===== src/rtl/tfd_pkg.sv =====
// shared types and constants for the thiran fractional delay unit
`default_nettype none
package tfd_pkg;

  localparam int unsigned SAMPLE_W        = 24;
  localparam int unsigned DW_W            = 6;
  localparam int unsigned FRAC_W          = 16;
  localparam int unsigned COEFF_W         = 17;
  localparam int unsigned CFG_IDX_W       = 2;
  localparam int unsigned STORE_DEPTH_DEF = 64;

  localparam logic [COEFF_W-1:0] COEFF_ONE       = 17'h10000;
  // fraction * 10 < 65536 holds up to this value
  localparam logic [FRAC_W-1:0]  BYPASS_FRAC_MAX = 16'd6553;

  localparam logic signed [SAMPLE_W-1:0] SAMPLE_MAX = 24'sh7FFFFF;
  localparam logic signed [SAMPLE_W-1:0] SAMPLE_MIN = 24'sh800000;

  typedef enum logic [CFG_IDX_W-1:0] {
    CFG_DELAY_WHOLE    = 2'd0,
    CFG_DELAY_FRACTION = 2'd1,
    CFG_ALLPASS_COEFF  = 2'd2
  } cfg_idx_t;

  // where each tap comes from
  typedef struct packed {
    logic fwd_prev;  // tap is the sample written in the same beat
    logic fwd_next;
    logic vld_prev;  // entry has been written since reset
    logic vld_next;
  } tap_flags_t;

  typedef struct packed {
    logic signed [SAMPLE_W-1:0] x;
    logic                       bypass;
    tap_flags_t                 flags;
  } stage_t;

endpackage
`default_nettype wire


===== src/rtl/tfd_ram.sv =====
// generic single-write, single-read ram with registered read data
`default_nettype none
module tfd_ram #(
  parameter int unsigned WIDTH  = 24,
  parameter int unsigned DEPTH  = 64,
  parameter int unsigned ADDR_W = $clog2(DEPTH)
) (
  input  wire logic              clk,
  input  wire logic              we,
  input  wire logic [ADDR_W-1:0] waddr,
  input  wire logic [WIDTH-1:0]  wdata,
  input  wire logic              re,
  input  wire logic [ADDR_W-1:0] raddr,
  output logic      [WIDTH-1:0]  rdata
);

  logic [WIDTH-1:0] mem [DEPTH];
  logic [WIDTH-1:0] rdata_r;

  always_ff @(posedge clk) begin
    if (we) begin
      mem[waddr] <= wdata;
    end
    if (re) begin
      rdata_r <= mem[raddr];
    end
  end

  assign rdata = rdata_r;

endmodule
`default_nettype wire


===== src/rtl/tfd_addr.sv =====
// write pointer, fill tracking and tap address generation
`default_nettype none
module tfd_addr #(
  parameter int unsigned STORE_DEPTH = 64,
  parameter int unsigned ADDR_W      = $clog2(STORE_DEPTH)
) (
  input  wire logic               clk,
  input  wire logic               rst_n,
  input  wire logic               accept,
  input  wire logic [ADDR_W-1:0]  back,
  output logic      [ADDR_W-1:0]  waddr,
  output logic      [ADDR_W-1:0]  rd_prev,
  output logic      [ADDR_W-1:0]  rd_next,
  output tfd_pkg::tap_flags_t     flags
);

  localparam logic [ADDR_W:0]   DEPTH_V = (ADDR_W+1)'(STORE_DEPTH);
  localparam logic [ADDR_W-1:0] LAST_A  = ADDR_W'(STORE_DEPTH - 1);

  logic [ADDR_W-1:0] wptr_r, wptr_nxt;
  logic              full_r, full_nxt;
  logic [ADDR_W:0]   diff;
  logic [ADDR_W-1:0] rp, rn;

  always_comb begin
    diff = {1'b0, wptr_r} + DEPTH_V - {1'b0, back};
    if (diff >= DEPTH_V) begin
      diff = diff - DEPTH_V;
    end
    rp = diff[ADDR_W-1:0];
    rn = (rp == LAST_A) ? '0 : rp + 1'b1;
  end

  always_comb begin
    wptr_nxt = wptr_r;
    full_nxt = full_r;
    if (accept) begin
      wptr_nxt = (wptr_r == LAST_A) ? '0 : wptr_r + 1'b1;
      if (wptr_r == LAST_A) begin
        full_nxt = 1'b1;
      end
    end
  end

  always_ff @(posedge clk) begin
    if (!rst_n) begin
      wptr_r <= '0;
      full_r <= 1'b0;
    end else begin
      wptr_r <= wptr_nxt;
      full_r <= full_nxt;
    end
  end

  // entries are written in address order after reset, so anything below
  // the write pointer (or everything once wrapped) holds real data
  assign flags.fwd_prev = (rp == wptr_r);
  assign flags.fwd_next = (rn == wptr_r);
  assign flags.vld_prev = full_r || (rp < wptr_r);
  assign flags.vld_next = full_r || (rn < wptr_r);

  assign waddr   = wptr_r;
  assign rd_prev = rp;
  assign rd_next = rn;

endmodule
`default_nettype wire


===== src/rtl/tfd_allpass.sv =====
// first-order allpass datapath with output feedback register
`default_nettype none
module tfd_allpass (
  input  wire logic                                  clk,
  input  wire logic                                  rst_n,
  input  wire logic                                  adv,
  input  wire tfd_pkg::stage_t                       stg,
  input  wire logic signed [tfd_pkg::SAMPLE_W-1:0]   prev_q,
  input  wire logic signed [tfd_pkg::SAMPLE_W-1:0]   next_q,
  input  wire logic        [tfd_pkg::COEFF_W-1:0]    coeff,
  output logic signed      [tfd_pkg::SAMPLE_W-1:0]   y
);

  logic signed [tfd_pkg::SAMPLE_W-1:0] last_r, last_nxt;
  logic signed [tfd_pkg::SAMPLE_W-1:0] x_prev, x_next, y_ap;
  logic signed [24:0] diff;
  logic signed [42:0] prod, prod_rnd;
  logic signed [26:0] rnd;
  logic signed [27:0] sum;

  always_comb begin
    x_prev = stg.flags.fwd_prev ? stg.x :
             (stg.flags.vld_prev ? prev_q : '0);
    x_next = stg.flags.fwd_next ? stg.x :
             (stg.flags.vld_next ? next_q : '0);
    diff     = {x_next[23], x_next} - {last_r[23], last_r};
    prod     = $signed({1'b0, coeff}) * diff;
    // round half up, then drop 16 fraction bits
    prod_rnd = prod + 43'sd32768;
    rnd      = prod_rnd[42:16];
    sum      = {{4{x_prev[23]}}, x_prev} + {rnd[26], rnd};
    if (sum > 28'sd8388607) begin
      y_ap = tfd_pkg::SAMPLE_MAX;
    end else if (sum < -28'sd8388608) begin
      y_ap = tfd_pkg::SAMPLE_MIN;
    end else begin
      y_ap = sum[23:0];
    end
    y        = stg.bypass ? stg.x : y_ap;
    last_nxt = (adv && !stg.bypass) ? y_ap : last_r;
  end

  always_ff @(posedge clk) begin
    if (!rst_n) begin
      last_r <= '0;
    end else begin
      last_r <= last_nxt;
    end
  end

endmodule
`default_nettype wire


===== src/rtl/thiran_fractional_delay_unit.sv =====
// top level of the thiran allpass fractional delay unit
// usage:
//   in_* is a stream of signed Q1.23 samples, one sample per beat. out_*
//   returns exactly one delayed, saturated sample per input beat, in order.
//   cfg_* writes the delay whole part (index 0), the Q0.16 fraction
//   (index 1) and the Q1.16 allpass coefficient (index 2); cfg_ready is
//   always high and writes are meant to happen while the stream is idle.
// pipeline and throughput:
//   an accepted beat is registered with its tap reads in the compute stage,
//   and its result in the output register behind out_tvalid. one beat per
//   cycle sustained while out_tready is high: the tap reads go out of the
//   delay memory in the accept cycle, and the subtract-multiply-round-add
//   loop through the last-output register closes in the compute stage.
// reset:
//   the write pointer and a wrap flag restart, so the delay memory reads
//   as zero until each entry is first written; no clearing sweep is run
//   and in_tready is high right after reset.
// stall:
//   when out_tready is low the output register holds, one more sample sits
//   in the compute stage, and in_tready drops once both are occupied.
`default_nettype none
module thiran_fractional_delay_unit #(
  parameter int unsigned STORE_DEPTH = tfd_pkg::STORE_DEPTH_DEF
) (
  input  wire logic                             clk,
  input  wire logic                             rst_n,
  // [23:0] sample_in
  input  wire logic                             in_tvalid,
  output logic                                  in_tready,
  input  wire logic [tfd_pkg::SAMPLE_W-1:0]     in_tdata,
  // [23:0] sample_out
  output logic                                  out_tvalid,
  input  wire logic                             out_tready,
  output logic      [tfd_pkg::SAMPLE_W-1:0]     out_tdata,
  input  wire logic                             cfg_valid,
  output logic                                  cfg_ready,
  input  wire logic [tfd_pkg::CFG_IDX_W-1:0]    cfg_index,
  input  wire logic [tfd_pkg::COEFF_W-1:0]      cfg_data
);

  localparam int unsigned ADDR_W = $clog2(STORE_DEPTH);

  // tap distance (whole + 1) folded into the store depth, narrow table
  function automatic logic [ADDR_W-1:0] back_of(input logic [tfd_pkg::DW_W:0] v);
    logic [ADDR_W-1:0] r;
    r = '0;
    for (int i = 0; i < (1 << (tfd_pkg::DW_W + 1)); i++) begin
      if (v == (tfd_pkg::DW_W+1)'(i)) begin
        r = ADDR_W'(i % STORE_DEPTH);
      end
    end
    return r;
  endfunction

  // configuration registers
  logic [tfd_pkg::DW_W-1:0]    dw_r, dw_nxt;
  logic [tfd_pkg::FRAC_W-1:0]  frac_r, frac_nxt;
  logic [tfd_pkg::COEFF_W-1:0] coeff_r, coeff_nxt;
  logic [ADDR_W-1:0]           back_r, back_nxt;

  // pipeline control
  logic            in_acc;
  logic            s1_valid_r, s1_valid_nxt;
  tfd_pkg::stage_t s1_r, s1_nxt;
  logic            s1_adv;
  logic            out_valid_r, out_valid_nxt;
  logic [tfd_pkg::SAMPLE_W-1:0] out_data_r, out_data_nxt;

  logic [ADDR_W-1:0]    waddr, rd_prev, rd_next;
  tfd_pkg::tap_flags_t  flags;
  logic signed [tfd_pkg::SAMPLE_W-1:0] prev_q, next_q, y;
  logic                 bypass;

  assign cfg_ready = 1'b1;

  always_comb begin
    dw_nxt    = dw_r;
    frac_nxt  = frac_r;
    coeff_nxt = coeff_r;
    back_nxt  = back_r;
    if (cfg_valid) begin
      case (cfg_index)
        tfd_pkg::CFG_DELAY_WHOLE: begin
          dw_nxt   = cfg_data[tfd_pkg::DW_W-1:0];
          back_nxt = back_of({1'b0, cfg_data[tfd_pkg::DW_W-1:0]} + 1'b1);
        end
        tfd_pkg::CFG_DELAY_FRACTION: begin
          frac_nxt = cfg_data[tfd_pkg::FRAC_W-1:0];
        end
        tfd_pkg::CFG_ALLPASS_COEFF: begin
          // anything above unity is held at unity
          coeff_nxt = cfg_data[tfd_pkg::COEFF_W-1] ? tfd_pkg::COEFF_ONE : cfg_data;
        end
        default: begin
        end
      endcase
    end
  end

  always_ff @(posedge clk) begin
    if (!rst_n) begin
      dw_r    <= '0;
      frac_r  <= '0;
      coeff_r <= tfd_pkg::COEFF_ONE;
      back_r  <= back_of((tfd_pkg::DW_W+1)'(1));
    end else begin
      dw_r    <= dw_nxt;
      frac_r  <= frac_nxt;
      coeff_r <= coeff_nxt;
      back_r  <= back_nxt;
    end
  end

  // near-zero delay passes the sample straight through
  assign bypass = (dw_r == '0) && (frac_r <= tfd_pkg::BYPASS_FRAC_MAX);

  // handshake: compute stage moves when the output register frees up
  assign s1_adv    = s1_valid_r && (!out_valid_r || out_tready);
  assign in_tready = !s1_valid_r || s1_adv;
  assign in_acc    = in_tvalid && in_tready;

  tfd_addr #(
    .STORE_DEPTH (STORE_DEPTH),
    .ADDR_W      (ADDR_W)
  ) u_addr (
    .clk     (clk),
    .rst_n   (rst_n),
    .accept  (in_acc),
    .back    (back_r),
    .waddr   (waddr),
    .rd_prev (rd_prev),
    .rd_next (rd_next),
    .flags   (flags)
  );

  // two copies of the store, one per tap, written alike
  tfd_ram #(
    .WIDTH  (tfd_pkg::SAMPLE_W),
    .DEPTH  (STORE_DEPTH),
    .ADDR_W (ADDR_W)
  ) u_ram_prev (
    .clk   (clk),
    .we    (in_acc),
    .waddr (waddr),
    .wdata (in_tdata),
    .re    (in_acc),
    .raddr (rd_prev),
    .rdata (prev_q)
  );

  tfd_ram #(
    .WIDTH  (tfd_pkg::SAMPLE_W),
    .DEPTH  (STORE_DEPTH),
    .ADDR_W (ADDR_W)
  ) u_ram_next (
    .clk   (clk),
    .we    (in_acc),
    .waddr (waddr),
    .wdata (in_tdata),
    .re    (in_acc),
    .raddr (rd_next),
    .rdata (next_q)
  );

  always_comb begin
    s1_valid_nxt = s1_valid_r;
    s1_nxt       = s1_r;
    if (in_acc) begin
      s1_valid_nxt = 1'b1;
      s1_nxt.x      = in_tdata;
      s1_nxt.bypass = bypass;
      s1_nxt.flags  = flags;
    end else if (s1_adv) begin
      s1_valid_nxt = 1'b0;
    end
  end

  tfd_allpass u_allpass (
    .clk    (clk),
    .rst_n  (rst_n),
    .adv    (s1_adv),
    .stg    (s1_r),
    .prev_q (prev_q),
    .next_q (next_q),
    .coeff  (coeff_r),
    .y      (y)
  );

  always_comb begin
    out_valid_nxt = out_valid_r;
    out_data_nxt  = out_data_r;
    if (s1_adv) begin
      out_valid_nxt = 1'b1;
      out_data_nxt  = y;
    end else if (out_tready) begin
      out_valid_nxt = 1'b0;
    end
  end

  always_ff @(posedge clk) begin
    if (!rst_n) begin
      s1_valid_r  <= 1'b0;
      out_valid_r <= 1'b0;
    end else begin
      s1_valid_r  <= s1_valid_nxt;
      out_valid_r <= out_valid_nxt;
    end
  end

  always_ff @(posedge clk) begin
    s1_r       <= s1_nxt;
    out_data_r <= out_data_nxt;
  end

  assign out_tvalid = out_valid_r;
  assign out_tdata  = out_data_r;

endmodule
`default_nettype wire


===== config.mk =====
export PLATFORM = sky130hd
export DESIGN_NAME = thiran_fractional_delay_unit
export DESIGN_NICKNAME = d
export VERILOG_FILES = /design/src/rtl/tfd_pkg.sv /design/src/rtl/tfd_ram.sv /design/src/rtl/tfd_addr.sv /design/src/rtl/tfd_allpass.sv /design/src/rtl/thiran_fractional_delay_unit.sv
export SDC_FILE = /design/constraint.sdc
export NUM_CORES = 2
export LEC_CHECK = 0
export ABC_AREA = 1
export BUFFER_PORTS_ARGS = -buffer_cell sky130_fd_sc_hd__buf_2
export CAP_MARGIN = 20
export CORE_MARGIN = 2
export CORE_UTILIZATION = 40
export DETAILED_ROUTE_END_ITERATION = 6
export PLACE_DENSITY = 0.63
export SETUP_SLACK_MARGIN = 0.02
export SLEW_MARGIN = 20
export SYNTH_ARGS = -nofsm -noshare
export SYNTH_HDL_FRONTEND = slang
export SYNTH_HIERARCHICAL = 1
export SYNTH_SLANG_ARGS = --single-unit

===== constraint.sdc =====
create_clock -name clk -period 15.1 [get_ports clk]
set_clock_uncertainty 0.2 [all_clocks]
set_input_delay 1.51 -clock clk [delete_from_list [all_inputs] [get_ports clk]]
set_output_delay 1.51 -clock clk [all_outputs]
set_load 0.02 [all_outputs]

==> run metrics <==
violated checks=DRC; largest net degree at the start of global routing=229; ys async rst share=0; global route overflow=0; simple-gate share of the synthesized area=0.222; post-route core utilization=0.443; Critical Path Max Stage Delay=0.80 ns; root buffer cell=clkbuf_16; DR WL/cell=23.2 um; Area Overhead vs Synth=10.1%; DP Wirelength=255,000 um; Slew Limit Fails=0; PortBufs=73; Synth Flop Type=edfxtp_1; flops & latches, synth=3,250; mux contribution to synthesized area=0; Critical Path Slowest Stage Cell=xor2_1; I/O pin count=75; crit path launch type=flip-flop; net count after synthesis=14,500; Hold Fails Final Rpt=0; Final #Nets=14,400; row cnt=225; post-synthesis compound-gate area fraction=0.0124; fill count=34,400; vias in the first global route=97,800; Fmax achieved=81.5 MHz; Avg Inst Size Synth=11.0 um^2; worst path required time=15.54 ns; delay-heaviest family, CP=adder cells; Placeable Area=376,000 um^2; GP Congestion=0.929; main combinational cell family by area after synthesis=simple AND/OR/NAND/NOR gates; first-pass GRT wire length=649,000 um; post-synthesis sequential area ratio=0.640; CP Class=flip-flop to flip-flop; worst slew pin tran=1.15 ns; clock-pin slew on the worst setup and hold paths=0.07 ns; Die Height=619 um; Crit Path Max Fanout=46; dpl cell area=156,000 um^2; Design Area, Final=167,000 um^2; CTS tree=built; cts hold-fix bufs=0; Multi-input gate area=47,500 um^2; clk_lat worst skew=0.93 ns; TritonRoute pass-1 iters=7; top cells by area, synth=edfxtp_1 63%, nand2_1 11%, nand3_1 9.0%; Fin Setup TNS=0 ns; Synth Warn #=6; Setup-failing EPs final=0; clock buffer depth=4; Max-Cap Viols=0; Routed WL=442,000 um; CTS buffer count=328; initial antenna violation count=19; via/cell ratio=5.42; status=finished, violations left; hold_ws=0.243 ns; Post-DRT Antenna Nets=0; CP arrival=12.72 ns; Initial Util=0.403; detailed-route via count=103,000; RSZ-0062 raised after global routing=no; postcts setup bufs=0; Yosys cell types=62; Tmin final=12.27 ns; share of layout cells above drive strength 1=0.0738; Synth Area in XOR/XNOR=0.00538; Syn Std Cell Area=151,000 um^2; CTS H-tree depth=5; drt drc=9; EDFF count, synth=3,173; die footprint=383,000 um^2; GRT Util Overall=0.226; Slew headroom=0.231; Tcrit/Tclk final=0.813; Reg area=96,800 um^2; Resized Gates After CTS=0; WP buf/inv=10; crit end category=flip-flop; dominant cell type by area after synthesis=edfxtp_1; DR iter-0 viols=11,700; post-synthesis instance total=13,800; Die Wd=619 um; Sink Count=3,250; Synth Area in Adders=0.0707; Synth top area share=0.629; Min-Delay Path Class=flip-flop to flip-flop
per-stage QoR:
step,std cells,setup WS [ns]
final,19000,2.83
after floorplan,13800,5.46
after global routing,19000,1.80
after CTS,19000,2.92
after detailed placement,18400,3.00
after global placement,18400,3.12
state kept, by name, summed over array words and instances (netlist names):
signal,count
u_ram_next/mem,1536
u_ram_prev/mem,1536
s1_r,29
out_tdata,24
u_allpass/last_r,24
u_ram_next/rdata,24
u_ram_prev/rdata,24
coeff_r,17
frac_r,15
back_r,6
dw_r,6
u_addr/waddr,6
out_tvalid,1
s1_valid_r,1
u_addr/full_r,1
cell usage in the layout (no fill, tap or decap), drive strengths merged, types with 28 or more instances in the layout:
cell and instances:
clkbuf 397, nor3 34, a21oi 155, fa 411
inv 837, clkinv 171, xnor2 32, or2 30
o21ai 127, dfxtp 77, diode 28, nor2 537
nand3 2728, ha 198, nand2 4558, buf 321
xor2 55, edfxtp 3173, nand4 30
cell families (layout without fill, tap and decap cells):
logic type / after synthesis / in the layout
simple gates: 7937 / 7937
flops: 3250 / 3250
buf+inv: 1605 / 1755
fa+ha+maj: 609 / 609
compound gates: 336 / 336
xor+xnor: 87 / 87
other cells: 1 / 29
cell type report:
cell class,count,share of cell area
clock buffer,397,0.0523
antenna,28,0.000420
timing repair buffer,321,0.0149
inverter,842,0.0196
clock inverter,195,0.00979
tap,4994,0.0375
sequential,3250,0.581
multi-input combinational,8970,0.285
path summary, 6_finish.rpt:
check,startpoint,to,slack [ns],depth (start not counted)
min,frac_r[10],frac_r[10],0.24,2
min reg2reg,frac_r[10],frac_r[10],0.24,2
max,s1_r[2],out_tdata[7],2.83,48
max reg2reg,s1_r[2],out_tdata[7],2.83,48
worst reg2reg max path, delay by kind of cell (launching register included):
family | cells | cell delay, ns
AOI/OAI and AO/OA | 7 | 1.53
DFF | 1 | 0.41
adders and majority gates | 10 | 4.24
and+or+nand+nor | 19 | 2.66
buffers and inverters | 10 | 1.95
xor gates and xnor gates | 2 | 1.01
layer usage:
| metal | wire length [um] | GRT usage |
|---|---|---|
| met1 | 181000 | 0.313 |
| met2 | 203000 | 0.356 |
| met3 | 40400 | 0.0405 |
| met4 | 17200 | 0.0840 |
| met5 | 0 | 0 |
synth_stat cells, drive strengths merged (32+ instances only):
| library cell | n |
|---|---|
| buf | 577 |
| nand3 | 2728 |
| clkbuf | 186 |
| xor2 | 55 |
| o21ai | 127 |
| nand2 | 4558 |
| ha | 198 |
| nor3 | 34 |
| inv | 830 |
| nor2 | 537 |
| edfxtp | 3173 |
| xnor2 | 32 |
| fa | 411 |
| dfxtp | 77 |
| a21oi | 155 |
Power is not shown: default switching activity piles up to over one toggle a cycle in this logic, so the estimate is an artifact.
